===== config.mk =====
export PLATFORM = sky130hd
export DESIGN_NAME = beat_scheduler_tap_tempo
export DESIGN_NICKNAME = d
export VERILOG_FILES = /design/src/sv/bst_pkg.sv /design/src/sv/beat_scheduler_tap_tempo.sv /design/src/sv/bst_div.sv /design/src/sv/bst_dp.sv /design/src/sv/bst_ctrl.sv
export SDC_FILE = /design/constraint.sdc
export NUM_CORES = 2
export LEC_CHECK = 0
export BUFFER_PORTS_ARGS = -buffer_cell sky130_fd_sc_hd__buf_2
export CORE_MARGIN = 5
export CORE_UTILIZATION = 45
export DETAILED_ROUTE_END_ITERATION = 8
export SETUP_SLACK_MARGIN = 0.15
export SLEW_MARGIN = 20
export SYNTH_ARGS = -nofsm -noshare
export SYNTH_HDL_FRONTEND = slang
export SYNTH_SLANG_ARGS = --single-unit

===== constraint.sdc =====
create_clock -name clk_i -period 7.2 [get_ports clk_i]
set_clock_uncertainty 0.1 [all_clocks]
set_input_delay 1.08 -clock clk_i [delete_from_list [all_inputs] [get_ports clk_i]]
set_output_delay 1.08 -clock clk_i [all_outputs]
set_load 0.02 [all_outputs]

===== src/sv/bst_pkg.sv =====
// Shared types, constants and command codes of the beat scheduler.
`timescale 1ns / 1ps
package bst_pkg;

  localparam int unsigned SAMPLE_RATE       = 48000;
  localparam int unsigned TAP_SLOTS         = 8;
  localparam int unsigned TAP_AGE_US        = 3000000;
  localparam int unsigned TAP_WINDOW_FRAMES = 9600;
  localparam int unsigned MAX_BEATS         = 16;

  localparam int unsigned FRAME_W = 48;
  localparam int unsigned TEMPO_W = 18;
  localparam int unsigned TIME_W  = 40;
  localparam int unsigned DIV_W   = 40;
  localparam int unsigned PTR_W   = (TAP_SLOTS > 1) ? $clog2(TAP_SLOTS) : 1;
  localparam int unsigned CNT_W   = $clog2(TAP_SLOTS + 1);

  localparam logic [TEMPO_W-1:0] TEMPO_MAX   = '1;
  localparam logic [TEMPO_W-1:0] TEMPO_RESET = TEMPO_W'(30720);
  localparam logic [DIV_W-1:0] INTV_NUM = DIV_W'(64'(SAMPLE_RATE) * 64'd240 * 64'd256);
  localparam logic [DIV_W-1:0] TAP_NUM  = DIV_W'(64'd60000000 * 64'd256);
  localparam logic [31:0] INTV_MAX = '1;

  localparam logic [1:0] CMD_PERIOD = 2'd0;
  localparam logic [1:0] CMD_TAP    = 2'd1;
  localparam logic [1:0] CMD_START  = 2'd2;
  localparam logic [1:0] CMD_STOP   = 2'd3;

  localparam logic [2:0] CFG_BASE_TEMPO   = 3'd0;
  localparam logic [2:0] CFG_TEMPO_STEP   = 3'd1;
  localparam logic [2:0] CFG_RAMP_START   = 3'd2;
  localparam logic [2:0] CFG_RAMP_LIMIT   = 3'd3;
  localparam logic [2:0] CFG_BEATS_PER_BAR = 3'd4;
  localparam logic [2:0] CFG_NOTE_VALUE   = 3'd5;
  localparam logic [2:0] CFG_ACCENT       = 3'd6;
  localparam logic [2:0] CFG_PATTERN_EN   = 3'd7;

  typedef struct packed {
    logic [1:0]        cmd;
    logic [12:0]       period_frames;
    logic [TIME_W-1:0] tap_time_us;
  } in_t;

  typedef struct packed {
    logic               click;
    logic               emphasis;
    logic [11:0]        click_offset;
    logic [3:0]         beat_number;
    logic [TEMPO_W-1:0] tempo_now;
    logic               running;
  } out_t;

  typedef enum logic [4:0] {
    OP_NONE,
    OP_LATCH,
    OP_REALIGN,
    OP_EVAL,
    OP_DIV_TRAIN,
    OP_TRAIN_APPLY,
    OP_DIV_INTV,
    OP_INTV_APPLY,
    OP_ADVANCE,
    OP_START,
    OP_STOP,
    OP_TAP_RDNEW,
    OP_TAP_REV,
    OP_TAP_INS,
    OP_TAP_AGE,
    OP_DIV_TAP,
    OP_TAP_APPLY,
    OP_OUT
  } op_e;

  typedef struct packed {
    op_e op;
  } ctrl_t;

  typedef struct packed {
    logic [1:0] cmd;
    logic       hit;
    logic       train_en;
    logic       div_done;
    logic       tap_aged;
    logic       tap_multi;
  } stat_t;

endpackage


===== src/sv/beat_scheduler_tap_tempo.sv =====
// Top level of the metronome beat scheduler with speed trainer and tap tempo.
`timescale 1ns / 1ps
// One request is processed at a time. A stop, a start or an audio period without a
// beat needs no divider pass; a period with a beat runs one pass of the shared serial
// divider, or two when the speed trainer steps. A tap removes each stored tap that
// ages out from the tap history and runs one divider pass once two or more taps
// are stored.
// The next request is taken as soon as the result is in the output register.
module beat_scheduler_tap_tempo (
  input  logic          clk_i,
  input  logic          rst_ni,
  input  logic          in_valid_i,
  output logic          in_ready_o,
  input  bst_pkg::in_t  in_data_i,
  output logic          out_valid_o,
  input  logic          out_ready_i,
  output bst_pkg::out_t out_data_o,
  input  logic          cfg_valid_i,
  output logic          cfg_ready_o,
  input  logic [2:0]    cfg_index_i,
  input  logic [31:0]   cfg_data_i
);

  bst_pkg::ctrl_t ctrl;
  bst_pkg::stat_t stat;

  assign cfg_ready_o = 1'b1;

  bst_ctrl u_ctrl (
    .clk_i       (clk_i),
    .rst_ni      (rst_ni),
    .in_valid_i  (in_valid_i),
    .in_ready_o  (in_ready_o),
    .out_valid_o (out_valid_o),
    .out_ready_i (out_ready_i),
    .stat_i      (stat),
    .ctrl_o      (ctrl)
  );

  bst_dp u_dp (
    .clk_i       (clk_i),
    .rst_ni      (rst_ni),
    .ctrl_i      (ctrl),
    .stat_o      (stat),
    .in_data_i   (in_data_i),
    .cfg_we_i    (cfg_valid_i),
    .cfg_index_i (cfg_index_i),
    .cfg_data_i  (cfg_data_i),
    .out_data_o  (out_data_o)
  );

endmodule


===== src/sv/bst_div.sv =====
// Restoring serial divider, one quotient bit per cycle.
`timescale 1ns / 1ps
module bst_div (
  input  logic                      clk_i,
  input  logic                      rst_ni,
  input  logic                      start_i,
  input  logic [bst_pkg::DIV_W-1:0] dividend_i,
  input  logic [bst_pkg::DIV_W-1:0] divisor_i,
  output logic [bst_pkg::DIV_W-1:0] quotient_o,
  output logic                      done_o
);

  localparam int unsigned W   = bst_pkg::DIV_W;
  localparam int unsigned CW  = $clog2(W + 1);

  logic [W-1:0]  rem_q, quo_q, den_q;
  logic [CW-1:0] cnt_q;
  logic          busy_q, done_q;
  logic [W:0]    trial;
  logic          ge;

  assign trial = {rem_q, quo_q[W-1]};
  assign ge    = trial >= {1'b0, den_q};

  always_ff @(posedge clk_i or negedge rst_ni) begin
    if (!rst_ni) begin
      busy_q <= 1'b0;
      done_q <= 1'b0;
      cnt_q  <= '0;
    end else begin
      done_q <= 1'b0;
      if (start_i) begin
        busy_q <= 1'b1;
        cnt_q  <= CW'(W);
      end else if (busy_q) begin
        cnt_q <= cnt_q - 1'b1;
        if (cnt_q == CW'(1)) begin
          busy_q <= 1'b0;
          done_q <= 1'b1;
        end
      end
    end
  end

  always_ff @(posedge clk_i) begin
    if (start_i) begin
      rem_q <= '0;
      quo_q <= dividend_i;
      den_q <= divisor_i;
    end else if (busy_q) begin
      rem_q <= ge ? W'(trial - {1'b0, den_q}) : trial[W-1:0];
      quo_q <= {quo_q[W-2:0], ge};
    end
  end

  assign quotient_o = quo_q;
  assign done_o     = done_q;

endmodule


===== src/sv/bst_dp.sv =====
// Datapath: configuration, beat and tap state, tap history memory, result register.
`timescale 1ns / 1ps
module bst_dp (
  input  logic                  clk_i,
  input  logic                  rst_ni,
  input  bst_pkg::ctrl_t        ctrl_i,
  output bst_pkg::stat_t        stat_o,
  input  bst_pkg::in_t          in_data_i,
  input  logic                  cfg_we_i,
  input  logic [2:0]            cfg_index_i,
  input  logic [31:0]           cfg_data_i,
  output bst_pkg::out_t         out_data_o
);

  localparam int unsigned FW = bst_pkg::FRAME_W;
  localparam int unsigned TW = bst_pkg::TEMPO_W;
  localparam int unsigned DW = bst_pkg::DIV_W;
  localparam int unsigned PW = bst_pkg::PTR_W;
  localparam int unsigned CW = bst_pkg::CNT_W;
  localparam int unsigned XW = bst_pkg::TIME_W;

  logic [TW-1:0]        rstart_q, rlimit_q;
  logic signed [15:0]   step_q;
  logic [4:0]           bpb_q;
  logic [6:0]           note_q;
  logic [31:0]          accent_q;
  logic                 pen_q;

  logic [FW-1:0]        frame_q, next_q, last_q;
  logic [3:0]           bidx_q;
  logic [TW-1:0]        cur_q, tapped_q;
  logic                 pend_q, active_q;
  logic [PW-1:0]        head_q;
  logic [CW-1:0]        cnt_q;

  logic [1:0]           cmd_q;
  logic [12:0]          n_q;
  logic [XW-1:0]        now_q;

  logic                 click_q, emph_q;
  logic [11:0]          offs_q;
  logic [3:0]           bnum_q;
  bst_pkg::out_t        out_q;

  logic [XW-1:0]        tap_mem [bst_pkg::TAP_SLOTS];
  logic [XW-1:0]        rd_q;
  logic [PW-1:0]        rd_addr, wr_addr, head_inc, newest;
  logic                 wr_en;

  logic [4:0]           beats, bdiv;
  logic [FW:0]          frame_end;
  logic                 hit, train_en;
  logic [FW-1:0]        gap, beat_age;
  logic [11:0]          offs;
  logic [1:0]           code;
  logic [15:0]          step_mag;
  logic [19:0]          tsum;
  logic [TW-1:0]        tsat, tclamp, bound;
  logic [24:0]          den;
  logic [31:0]          intv;
  logic [3:0]           bnext;
  logic [CW:0]          wsum, nsum;
  logic                 aged, tap_full;
  logic [CW-1:0]        cnt_m1;
  logic [TW-1:0]        ttempo;

  logic                 div_start, div_done;
  logic [DW-1:0]        div_a, div_b, div_q;

  bst_div u_div (
    .clk_i      (clk_i),
    .rst_ni     (rst_ni),
    .start_i    (div_start),
    .dividend_i (div_a),
    .divisor_i  (div_b),
    .quotient_o (div_q),
    .done_o     (div_done)
  );

  always_comb begin
    beats = (bpb_q > 5'(bst_pkg::MAX_BEATS)) ? 5'(bst_pkg::MAX_BEATS) : bpb_q;
    bdiv  = (beats == 5'd0) ? 5'd1 : beats;

    frame_end = {1'b0, frame_q} + {{(FW - 12){1'b0}}, n_q};
    hit       = active_q && (frame_end > {1'b0, next_q});
    train_en  = (frame_q != '0) && (step_q != '0);
    gap       = next_q - frame_q;
    offs      = (next_q > frame_q) ? ((gap > FW'(4095)) ? 12'd4095 : gap[11:0]) : 12'd0;
    code      = accent_q[{bidx_q, 1'b0} +: 2];
    beat_age  = frame_q - last_q;

    step_mag = step_q[15] ? 16'(-step_q) : 16'(step_q);
    tsum     = step_q[15] ? 20'({2'b00, cur_q} - {4'b0000, div_q[15:0]})
                          : 20'({2'b00, cur_q} + {4'b0000, div_q[15:0]});
    if (tsum[19]) tsat = '0;
    else if (tsum > {2'b00, bst_pkg::TEMPO_MAX}) tsat = bst_pkg::TEMPO_MAX;
    else tsat = tsum[TW-1:0];
    bound  = (rlimit_q != '0) ? rlimit_q : tapped_q;
    tclamp = tsat;
    if (rlimit_q != '0 || rstart_q != '0) begin
      if (!step_q[15]) tclamp = (tsat > bound) ? bound : tsat;
      else             tclamp = (tsat < bound) ? bound : tsat;
    end

    den   = cur_q * note_q;
    intv  = (div_q > {{(DW - 32){1'b0}}, bst_pkg::INTV_MAX}) ? bst_pkg::INTV_MAX : div_q[31:0];
    bnext = bidx_q + 4'd1;

    head_inc = (head_q == PW'(bst_pkg::TAP_SLOTS - 1)) ? '0 : PW'(head_q + 1'b1);
    nsum = {1'b0, CW'(head_q)} + {1'b0, cnt_q} - (CW+1)'(1);
    if (nsum >= (CW+1)'(bst_pkg::TAP_SLOTS)) nsum = nsum - (CW+1)'(bst_pkg::TAP_SLOTS);
    newest = nsum[PW-1:0];
    wsum = {1'b0, CW'(head_q)} + {1'b0, cnt_q};
    if (wsum >= (CW+1)'(bst_pkg::TAP_SLOTS)) wsum = wsum - (CW+1)'(bst_pkg::TAP_SLOTS);
    tap_full = cnt_q == CW'(bst_pkg::TAP_SLOTS);
    wr_addr  = tap_full ? head_q : wsum[PW-1:0];
    wr_en    = ctrl_i.op == bst_pkg::OP_TAP_INS;
    rd_addr  = (ctrl_i.op == bst_pkg::OP_TAP_RDNEW) ? newest : head_q;
    aged     = ({1'b0, rd_q} + (XW+1)'(bst_pkg::TAP_AGE_US)) < {1'b0, now_q};
    cnt_m1   = cnt_q - CW'(1);
    ttempo   = (div_q > {{(DW - TW){1'b0}}, bst_pkg::TEMPO_MAX}) ? bst_pkg::TEMPO_MAX
                                                                : div_q[TW-1:0];

    div_start = 1'b0;
    div_a     = '0;
    div_b     = '0;
    case (ctrl_i.op)
      bst_pkg::OP_DIV_TRAIN: begin
        div_start = 1'b1;
        div_a     = {{(DW - 16){1'b0}}, step_mag};
        div_b     = {{(DW - 5){1'b0}}, bdiv};
      end
      bst_pkg::OP_DIV_INTV: begin
        div_start = 1'b1;
        div_a     = bst_pkg::INTV_NUM;
        div_b     = {{(DW - 25){1'b0}}, den};
      end
      bst_pkg::OP_DIV_TAP: begin
        div_start = 1'b1;
        div_a     = DW'(bst_pkg::TAP_NUM * {{(DW - CW){1'b0}}, cnt_m1});
        div_b     = now_q - rd_q;
      end
      default: begin
        div_start = 1'b0;
      end
    endcase
  end

  always_ff @(posedge clk_i) begin
    if (wr_en) tap_mem[wr_addr] <= now_q;
    rd_q <= tap_mem[rd_addr];
  end

  always_ff @(posedge clk_i or negedge rst_ni) begin
    if (!rst_ni) begin
      step_q   <= '0;
      rstart_q <= '0;
      rlimit_q <= '0;
      bpb_q    <= 5'd4;
      note_q   <= 7'd4;
      accent_q <= '0;
      pen_q    <= 1'b0;
      frame_q  <= '0;
      next_q   <= '0;
      last_q   <= '0;
      bidx_q   <= '0;
      cur_q    <= '0;
      tapped_q <= bst_pkg::TEMPO_RESET;
      pend_q   <= 1'b0;
      active_q <= 1'b0;
      head_q   <= '0;
      cnt_q    <= '0;
    end else begin
      case (ctrl_i.op)
        bst_pkg::OP_REALIGN: begin
          if (pend_q) begin
            next_q <= (beat_age < FW'(bst_pkg::TAP_WINDOW_FRAMES)) ? FW'(next_q + beat_age)
                                                                   : frame_q;
            pend_q <= 1'b0;
          end
        end
        bst_pkg::OP_TRAIN_APPLY: cur_q <= tclamp;
        bst_pkg::OP_INTV_APPLY: begin
          last_q <= next_q;
          next_q <= next_q + {{(FW - 32){1'b0}}, intv};
          bidx_q <= ({1'b0, bnext} >= beats) ? 4'd0 : bnext;
        end
        bst_pkg::OP_ADVANCE: begin
          if (active_q) frame_q <= frame_end[FW-1:0];
        end
        bst_pkg::OP_START: begin
          bidx_q   <= '0;
          next_q   <= '0;
          frame_q  <= '0;
          cur_q    <= (step_q != '0 && rstart_q != '0) ? rstart_q : tapped_q;
          active_q <= 1'b1;
        end
        bst_pkg::OP_STOP: begin
          cur_q    <= '0;
          active_q <= 1'b0;
        end
        bst_pkg::OP_TAP_REV: begin
          if (cnt_q != '0 && now_q < rd_q) begin
            cnt_q <= '0;
            head_q <= '0;
          end
        end
        bst_pkg::OP_TAP_INS: begin
          if (tap_full) head_q <= head_inc;
          else cnt_q <= cnt_q + 1'b1;
        end
        bst_pkg::OP_TAP_AGE: begin
          if (aged) begin
            head_q <= head_inc;
            cnt_q  <= cnt_q - 1'b1;
          end
        end
        bst_pkg::OP_TAP_APPLY: begin
          tapped_q <= ttempo;
          if (active_q) begin
            cur_q  <= ttempo;
            pend_q <= 1'b1;
          end
        end
        default: begin
        end
      endcase
      if (cfg_we_i) begin
        case (cfg_index_i)
          bst_pkg::CFG_BASE_TEMPO: begin
            tapped_q <= cfg_data_i[TW-1:0];
            if (active_q) cur_q <= cfg_data_i[TW-1:0];
          end
          bst_pkg::CFG_TEMPO_STEP:    step_q   <= $signed(cfg_data_i[15:0]);
          bst_pkg::CFG_RAMP_START:    rstart_q <= cfg_data_i[TW-1:0];
          bst_pkg::CFG_RAMP_LIMIT:    rlimit_q <= cfg_data_i[TW-1:0];
          bst_pkg::CFG_BEATS_PER_BAR: bpb_q    <= cfg_data_i[4:0];
          bst_pkg::CFG_NOTE_VALUE:    note_q   <= cfg_data_i[6:0];
          bst_pkg::CFG_ACCENT:        accent_q <= cfg_data_i;
          bst_pkg::CFG_PATTERN_EN:    pen_q    <= cfg_data_i[0];
          default: begin
          end
        endcase
      end
    end
  end

  always_ff @(posedge clk_i) begin
    case (ctrl_i.op)
      bst_pkg::OP_LATCH: begin
        cmd_q   <= in_data_i.cmd;
        n_q     <= in_data_i.period_frames;
        now_q   <= in_data_i.tap_time_us;
        click_q <= 1'b0;
        emph_q  <= 1'b0;
        offs_q  <= '0;
        bnum_q  <= '0;
      end
      bst_pkg::OP_EVAL: begin
        if (hit) begin
          if (pen_q) begin
            click_q <= code != 2'd0;
            emph_q  <= code == 2'd2;
            offs_q  <= (code != 2'd0) ? offs : 12'd0;
            bnum_q  <= (code != 2'd0) ? bidx_q : 4'd0;
          end else begin
            click_q <= 1'b1;
            emph_q  <= (bidx_q == 4'd0) && (beats != 5'd0);
            offs_q  <= offs;
            bnum_q  <= bidx_q;
          end
        end
      end
      bst_pkg::OP_OUT: begin
        out_q.click        <= click_q;
        out_q.emphasis     <= emph_q;
        out_q.click_offset <= offs_q;
        out_q.beat_number  <= bnum_q;
        out_q.tempo_now    <= cur_q;
        out_q.running      <= active_q;
      end
      default: begin
      end
    endcase
  end

  assign stat_o.cmd       = cmd_q;
  assign stat_o.hit       = hit;
  assign stat_o.train_en  = train_en;
  assign stat_o.div_done  = div_done;
  assign stat_o.tap_aged  = aged;
  assign stat_o.tap_multi = cnt_q > CW'(1);
  assign out_data_o       = out_q;

endmodule


===== src/sv/bst_ctrl.sv =====
// Controller: sequences one request through the datapath and owns the handshakes.
`timescale 1ns / 1ps
module bst_ctrl (
  input  logic           clk_i,
  input  logic           rst_ni,
  input  logic           in_valid_i,
  output logic           in_ready_o,
  output logic           out_valid_o,
  input  logic           out_ready_i,
  input  bst_pkg::stat_t stat_i,
  output bst_pkg::ctrl_t ctrl_o
);

  typedef enum logic [4:0] {
    S_IDLE, S_DISPATCH, S_EVAL, S_TSTART, S_TWAIT, S_ISTART, S_IWAIT, S_ADV,
    S_TREV, S_TINS, S_TRD, S_TAGE, S_KSTART, S_KWAIT, S_OUT
  } state_e;

  state_e state_q, state_d;
  logic   out_valid_q, out_valid_d;
  bst_pkg::op_e op;

  always_comb begin
    state_d     = state_q;
    op          = bst_pkg::OP_NONE;
    out_valid_d = out_valid_q && !out_ready_i;
    case (state_q)
      S_IDLE: begin
        if (in_valid_i) begin
          op      = bst_pkg::OP_LATCH;
          state_d = S_DISPATCH;
        end
      end
      S_DISPATCH: begin
        case (stat_i.cmd)
          bst_pkg::CMD_PERIOD: begin
            op = bst_pkg::OP_REALIGN;
            state_d = S_EVAL;
          end
          bst_pkg::CMD_TAP: begin
            op = bst_pkg::OP_TAP_RDNEW;
            state_d = S_TREV;
          end
          bst_pkg::CMD_START: begin
            op = bst_pkg::OP_START;
            state_d = S_OUT;
          end
          default: begin
            op = bst_pkg::OP_STOP;
            state_d = S_OUT;
          end
        endcase
      end
      S_EVAL: begin
        op = bst_pkg::OP_EVAL;
        if (!stat_i.hit) state_d = S_ADV;
        else if (stat_i.train_en) state_d = S_TSTART;
        else state_d = S_ISTART;
      end
      S_TSTART: begin
        op = bst_pkg::OP_DIV_TRAIN;
        state_d = S_TWAIT;
      end
      S_TWAIT: begin
        if (stat_i.div_done) begin
          op = bst_pkg::OP_TRAIN_APPLY;
          state_d = S_ISTART;
        end
      end
      S_ISTART: begin
        op = bst_pkg::OP_DIV_INTV;
        state_d = S_IWAIT;
      end
      S_IWAIT: begin
        if (stat_i.div_done) begin
          op = bst_pkg::OP_INTV_APPLY;
          state_d = S_ADV;
        end
      end
      S_ADV: begin
        op = bst_pkg::OP_ADVANCE;
        state_d = S_OUT;
      end
      S_TREV: begin
        op = bst_pkg::OP_TAP_REV;
        state_d = S_TINS;
      end
      S_TINS: begin
        op = bst_pkg::OP_TAP_INS;
        state_d = S_TRD;
      end
      S_TRD: begin
        state_d = S_TAGE;
      end
      S_TAGE: begin
        op = bst_pkg::OP_TAP_AGE;
        if (stat_i.tap_aged) state_d = S_TRD;
        else if (stat_i.tap_multi) state_d = S_KSTART;
        else state_d = S_OUT;
      end
      S_KSTART: begin
        op = bst_pkg::OP_DIV_TAP;
        state_d = S_KWAIT;
      end
      S_KWAIT: begin
        if (stat_i.div_done) begin
          op = bst_pkg::OP_TAP_APPLY;
          state_d = S_OUT;
        end
      end
      S_OUT: begin
        if (!out_valid_q || out_ready_i) begin
          op          = bst_pkg::OP_OUT;
          out_valid_d = 1'b1;
          state_d     = S_IDLE;
        end
      end
      default: begin
        state_d = S_IDLE;
      end
    endcase
  end

  always_ff @(posedge clk_i or negedge rst_ni) begin
    if (!rst_ni) begin
      state_q     <= S_IDLE;
      out_valid_q <= 1'b0;
    end else begin
      state_q     <= state_d;
      out_valid_q <= out_valid_d;
    end
  end

  assign in_ready_o  = state_q == S_IDLE;
  assign out_valid_o = out_valid_q;
  assign ctrl_o.op   = op;

  a_accept_busy: assert property (@(posedge clk_i) disable iff (!rst_ni)
    in_valid_i && in_ready_o |=> !in_ready_o)
    else $error("request accepted but controller stayed idle");

  a_no_overwrite: assert property (@(posedge clk_i) disable iff (!rst_ni)
    op == bst_pkg::OP_OUT |-> !out_valid_q || out_ready_i)
    else $error("result register overwritten before it was taken");

  a_done_waits: assert property (@(posedge clk_i) disable iff (!rst_ni)
    stat_i.div_done |-> state_q == S_TWAIT || state_q == S_IWAIT || state_q == S_KWAIT)
    else $error("divider finished outside a wait state");

endmodule

==> run_results.csv <==
group,metric,value,unit
synth,synth_nets,7376,
global_route,grt_antenna_before_repair,6,
clock_network,cts_buffer_depth,3,
sta,tightestPinTransition,1240,ps
global_route,overflow,0,
outcome,status,"completed",
floorplanning,io_pins,135,
power_and_ir_drop,power.total,36.1,mW
global_route,grt_use_met1,34.9,%
synth,synth_mux_area_share,3.78,%
synth,async_flop_share,33.9,%
sta,fin_setup_tns,0,ps
setup_path,worst_ep_required_time,7730,ps
place,gp_congestion,0.967,
clock_network,clock-sinks,893,
cells_and_area,n_fill_cell,12700,
sta,timing.final.crit_share,90.3,%
floorplanning,core_area,137000,um2
drt,drt-total-wl,190,mm
power_and_ir_drop,ir_drop,0.844,mV
synth,syn_area,61900,um2
cells_and_area,final_layout_size_suffix_gt1_share,8.99,%
run,max_cap_violations,0,
setup_path,setup.worst_path.start_class,"register",
clock_network,cts_tree,"yes",
cells_and_area,multi_input_area,34600,um2
synth,ys.flop_type,"edfxtp_1",
synth,yosys.area_share.simple,16.5,%
worst_hold_path,hold_class,"in -> async",
drt,route.antenna.remaining_nets,0,
synth,synth.ff_latch_count,893,
sta,max_freq,0.154,GHz
place,hpwl,141,mm
cells_and_area,seq_area,24500,um2
sta,setup_violations,0,
global_route,grt_use_total,25.5,%
global_route,grt_start_max_net_pins,108,
clock_network,cts-hold-fix-buffers,0,
synth,yosysSeqAreaShare,39.6,%
drt,drtPass1Iterations,8,
cells_and_area,synthToLayoutAreaGrowth,10.1,%
floorplanning,die_x,381,um
power_and_ir_drop,power_leakage,28.8,nW
global_route,grt_pass1_wl,292,mm
clock_network,cts-root-buf,"clkbuf_16",
synth,synth_compound_area_share,17.6,%
synth,synth_top_family_by_area,"compound AO/OA/AOI/OAI gates",
drt,drc_errors,0,
synth,synth_fa_ha_area_share,12.8,%
synth,synth_warnings,0,
clock_network,htreeDepth,3,
synth,synth_cell_types,94,
global_route,first_global_vias,49200,
global_route,met3_usage,4.15,%
sta,relSlewSlack,16.8,%
floorplanning,rows,136,
floorplanning,start_util,45.2,%
sta,rsz0062_at_grt,"no",
synth,synthCells,6703,
clock_network,clock_latency,750,ps
setup_path,criticalPathCategory,"reg -> reg",
drt,vias_per_cell,5.92,
drt,num_vias,51000,
sta,maxSlewViolCount,0,
drt,wire_per_inst,22.1,um
setup_path,worstPathArrival,7030,ps
synth,synth_edf_count,510,
global_route,grt_use_met2,41.0,%
floorplanning,die_y,381,um
global_route,grt_busiest_layer,"met2",
synth,synth_xor_area_share,4.81,%
clock_network,path_clk_slew,60,ps
setup_path,worst_setup_path_end_kind,"register",
synth,synth_area_per_cell,9.23,um2
setup_path,cp_max_fo,18,
clock_network,numCtsBuffers,103,
floorplanning,dieArea,145000,um2
place,numPortBuffers,133,
cells_and_area,nets,7407,
sta,post-route-min-period,6500,ps
drt,drtIter0Drc,4123,
power_and_ir_drop,powerDensity,530,nW/um2
sta,hold_viol_final,0,
## cell usage in the layout, fill, tap and decap left out, drive strengths merged, types with 92 or more instances in the layout
cell type	instances
o21ai	451
edfxtp	510
a21o	168
a21oi	451
buf	225
ha	486
nand2	819
clkbuf	130
nor3	97
dfrtp	297
mux2i	92
nor2	355
xor2	120
mux2	106
fa	92
inv	512
nand3	342
xnor2	220
## layer usage
metal  vias up  part of all wire [%]
met1     24900                    44
li1      24200                     -
met2      1556                    46
met5         -                     0
met3       333                   6.2
met4         0                   4.1
## flip-flops by register name, summed over array words and instances (netlist names), 5 cells and up
signal,count
u_dp.tap_mem,320
u_dp.frame_q,48
u_dp.last_q,48
u_dp.next_q,48
u_dp.now_q,40
u_dp.rd_q,40
u_dp.u_div.den_q,40
u_dp.u_div.quotient_o,40
u_dp.u_div.rem_q,40
u_dp.out_data_o,37
u_dp.accent_q,32
u_dp.cur_q,18
u_dp.rlimit_q,18
u_dp.rstart_q,18
u_dp.tapped_q,18
u_dp.step_q,16
u_dp.n_q,13
u_dp.offs_q,12
u_dp.note_q,7
u_dp.u_div.cnt_q,6
u_dp.bpb_q,5
## cells in the mapped netlist (61+ instances only)
master	instances	area (um2)
nand2_1	819	3070
edfxtp_1	510	15300
inv_1	507	1900
ha_1	486	6080
a21oi_1	449	2250
o21ai_0	446	2230
nor2_1	355	1330
nand3_1	342	1710
dfrtp_1	297	7430
clkbuf_1	260	976
xnor2_1	220	1930
a21o_1	167	1250
xor2_1	120	1050
mux2_2	106	1190
nor3_1	97	485
fa_1	92	1840
mux2i_1	92	921
dfxtp_1	80	1600
nor2b_1	80	500
a211oi_1	78	586
a31oi_1	74	463
and2_1	71	444
nand2b_1	65	407
nand4_1	65	407
and3_1	61	382
## final timing paths
path | startpoint | end | slack (ps) | cells after the start
min in group clk_i | u_dp.click_q$_DFFE_PP_ | u_dp.out_data_o[36]$_DFFE_PN_ | 320 | 0
max | u_dp.cur_q[0]$_DFF_PN0_ | u_dp.cur_q[7]$_DFF_PN0_ | 700 | 27
min reg2reg | u_dp.click_q$_DFFE_PP_ | u_dp.out_data_o[36]$_DFFE_PN_ | 320 | 0
max in group asynchronous | rst_ni | u_dp.next_q[34]$_DFFE_PN0P_ | 5550 | 2
max reg2reg | u_dp.cur_q[0]$_DFF_PN0_ | u_dp.cur_q[7]$_DFF_PN0_ | 700 | 27
min | rst_ni | u_dp.accent_q[18]$_DFFE_PN0P_ | 220 | 1
## where the power goes
part	switching (mW)	internal (mW)
Clock	2.31	2.98
Combinational	13.8	9.60
Sequential	1.26	6.18
Total	17.3	18.8
## stage by stage
step / hold WS (ps) / cell area [um2] / worst slack, ps / cells / util [%]
2_1_floorplan: 300 / 61900 / 918 / 6703 / -
6_report: 221 / 68100 / 697 / 8615 / 49.7
3_3_place_gp: 301 / 64700 / 465 / 8423 / 47.2
4_1_cts: 259 / 68100 / 401 / 8614 / 49.7
3_5_place_dp: 305 / 64700 / 437 / 8423 / 47.2
5_1_grt: 283 / 68100 / 208 / 8614 / 49.7
## critical path: stages (launching register included)
cell      delay (ps)
dfrtp_1          550
ha_1             230
inv_1             60
fa_1             390
o21bai_1         180
a21oi_1          110
o21bai_1         140
a21o_1           150
a21oi_1           90
o41ai_1          360
or4_1            200
a41oi_1          170
o21ai_0          330
nand3_1          370
a21oi_1          260
ha_1             260
nor2b_1          130
o21a_1           160
o21a_1           160
o21a_1           170
o21a_1           160
o21bai_1         140
a21oi_1           80
nor2_1           110
mux2_2           350
nand3_1          520
o21ai_0          200
o22a_1           230
## final cells by class
cell class / instances / share of cell area [%]
antenna: 1 / 0.00367
clock buffer: 130 / 4.13
clock inverter: 61 / 0.895
inverter: 508 / 2.80
multi-input combinational: 5003 / 50.8
sequential: 893 / 36.0
tap: 1794 / 3.30
timing repair buffer: 225 / 2.13
## timing repair
item                                    in CTS  in global routing
endpoints found under the hold margin        0                  0
buffers inserted                             0                  0
endpoints found under the setup margin       0                 18
resized for setup                            0                  2
## cell families after synthesis
group,count (synthesis)
other,1
buffers and inverters,807
multiplexers,208
AND/OR/NAND/NOR,2161
adder cells (fa/ha/maj),578
AO/OA/AOI/OAI,1715
flip-flops,893
XOR/XNOR,340
No activity file was read; power rests on OpenSTA's default activity.
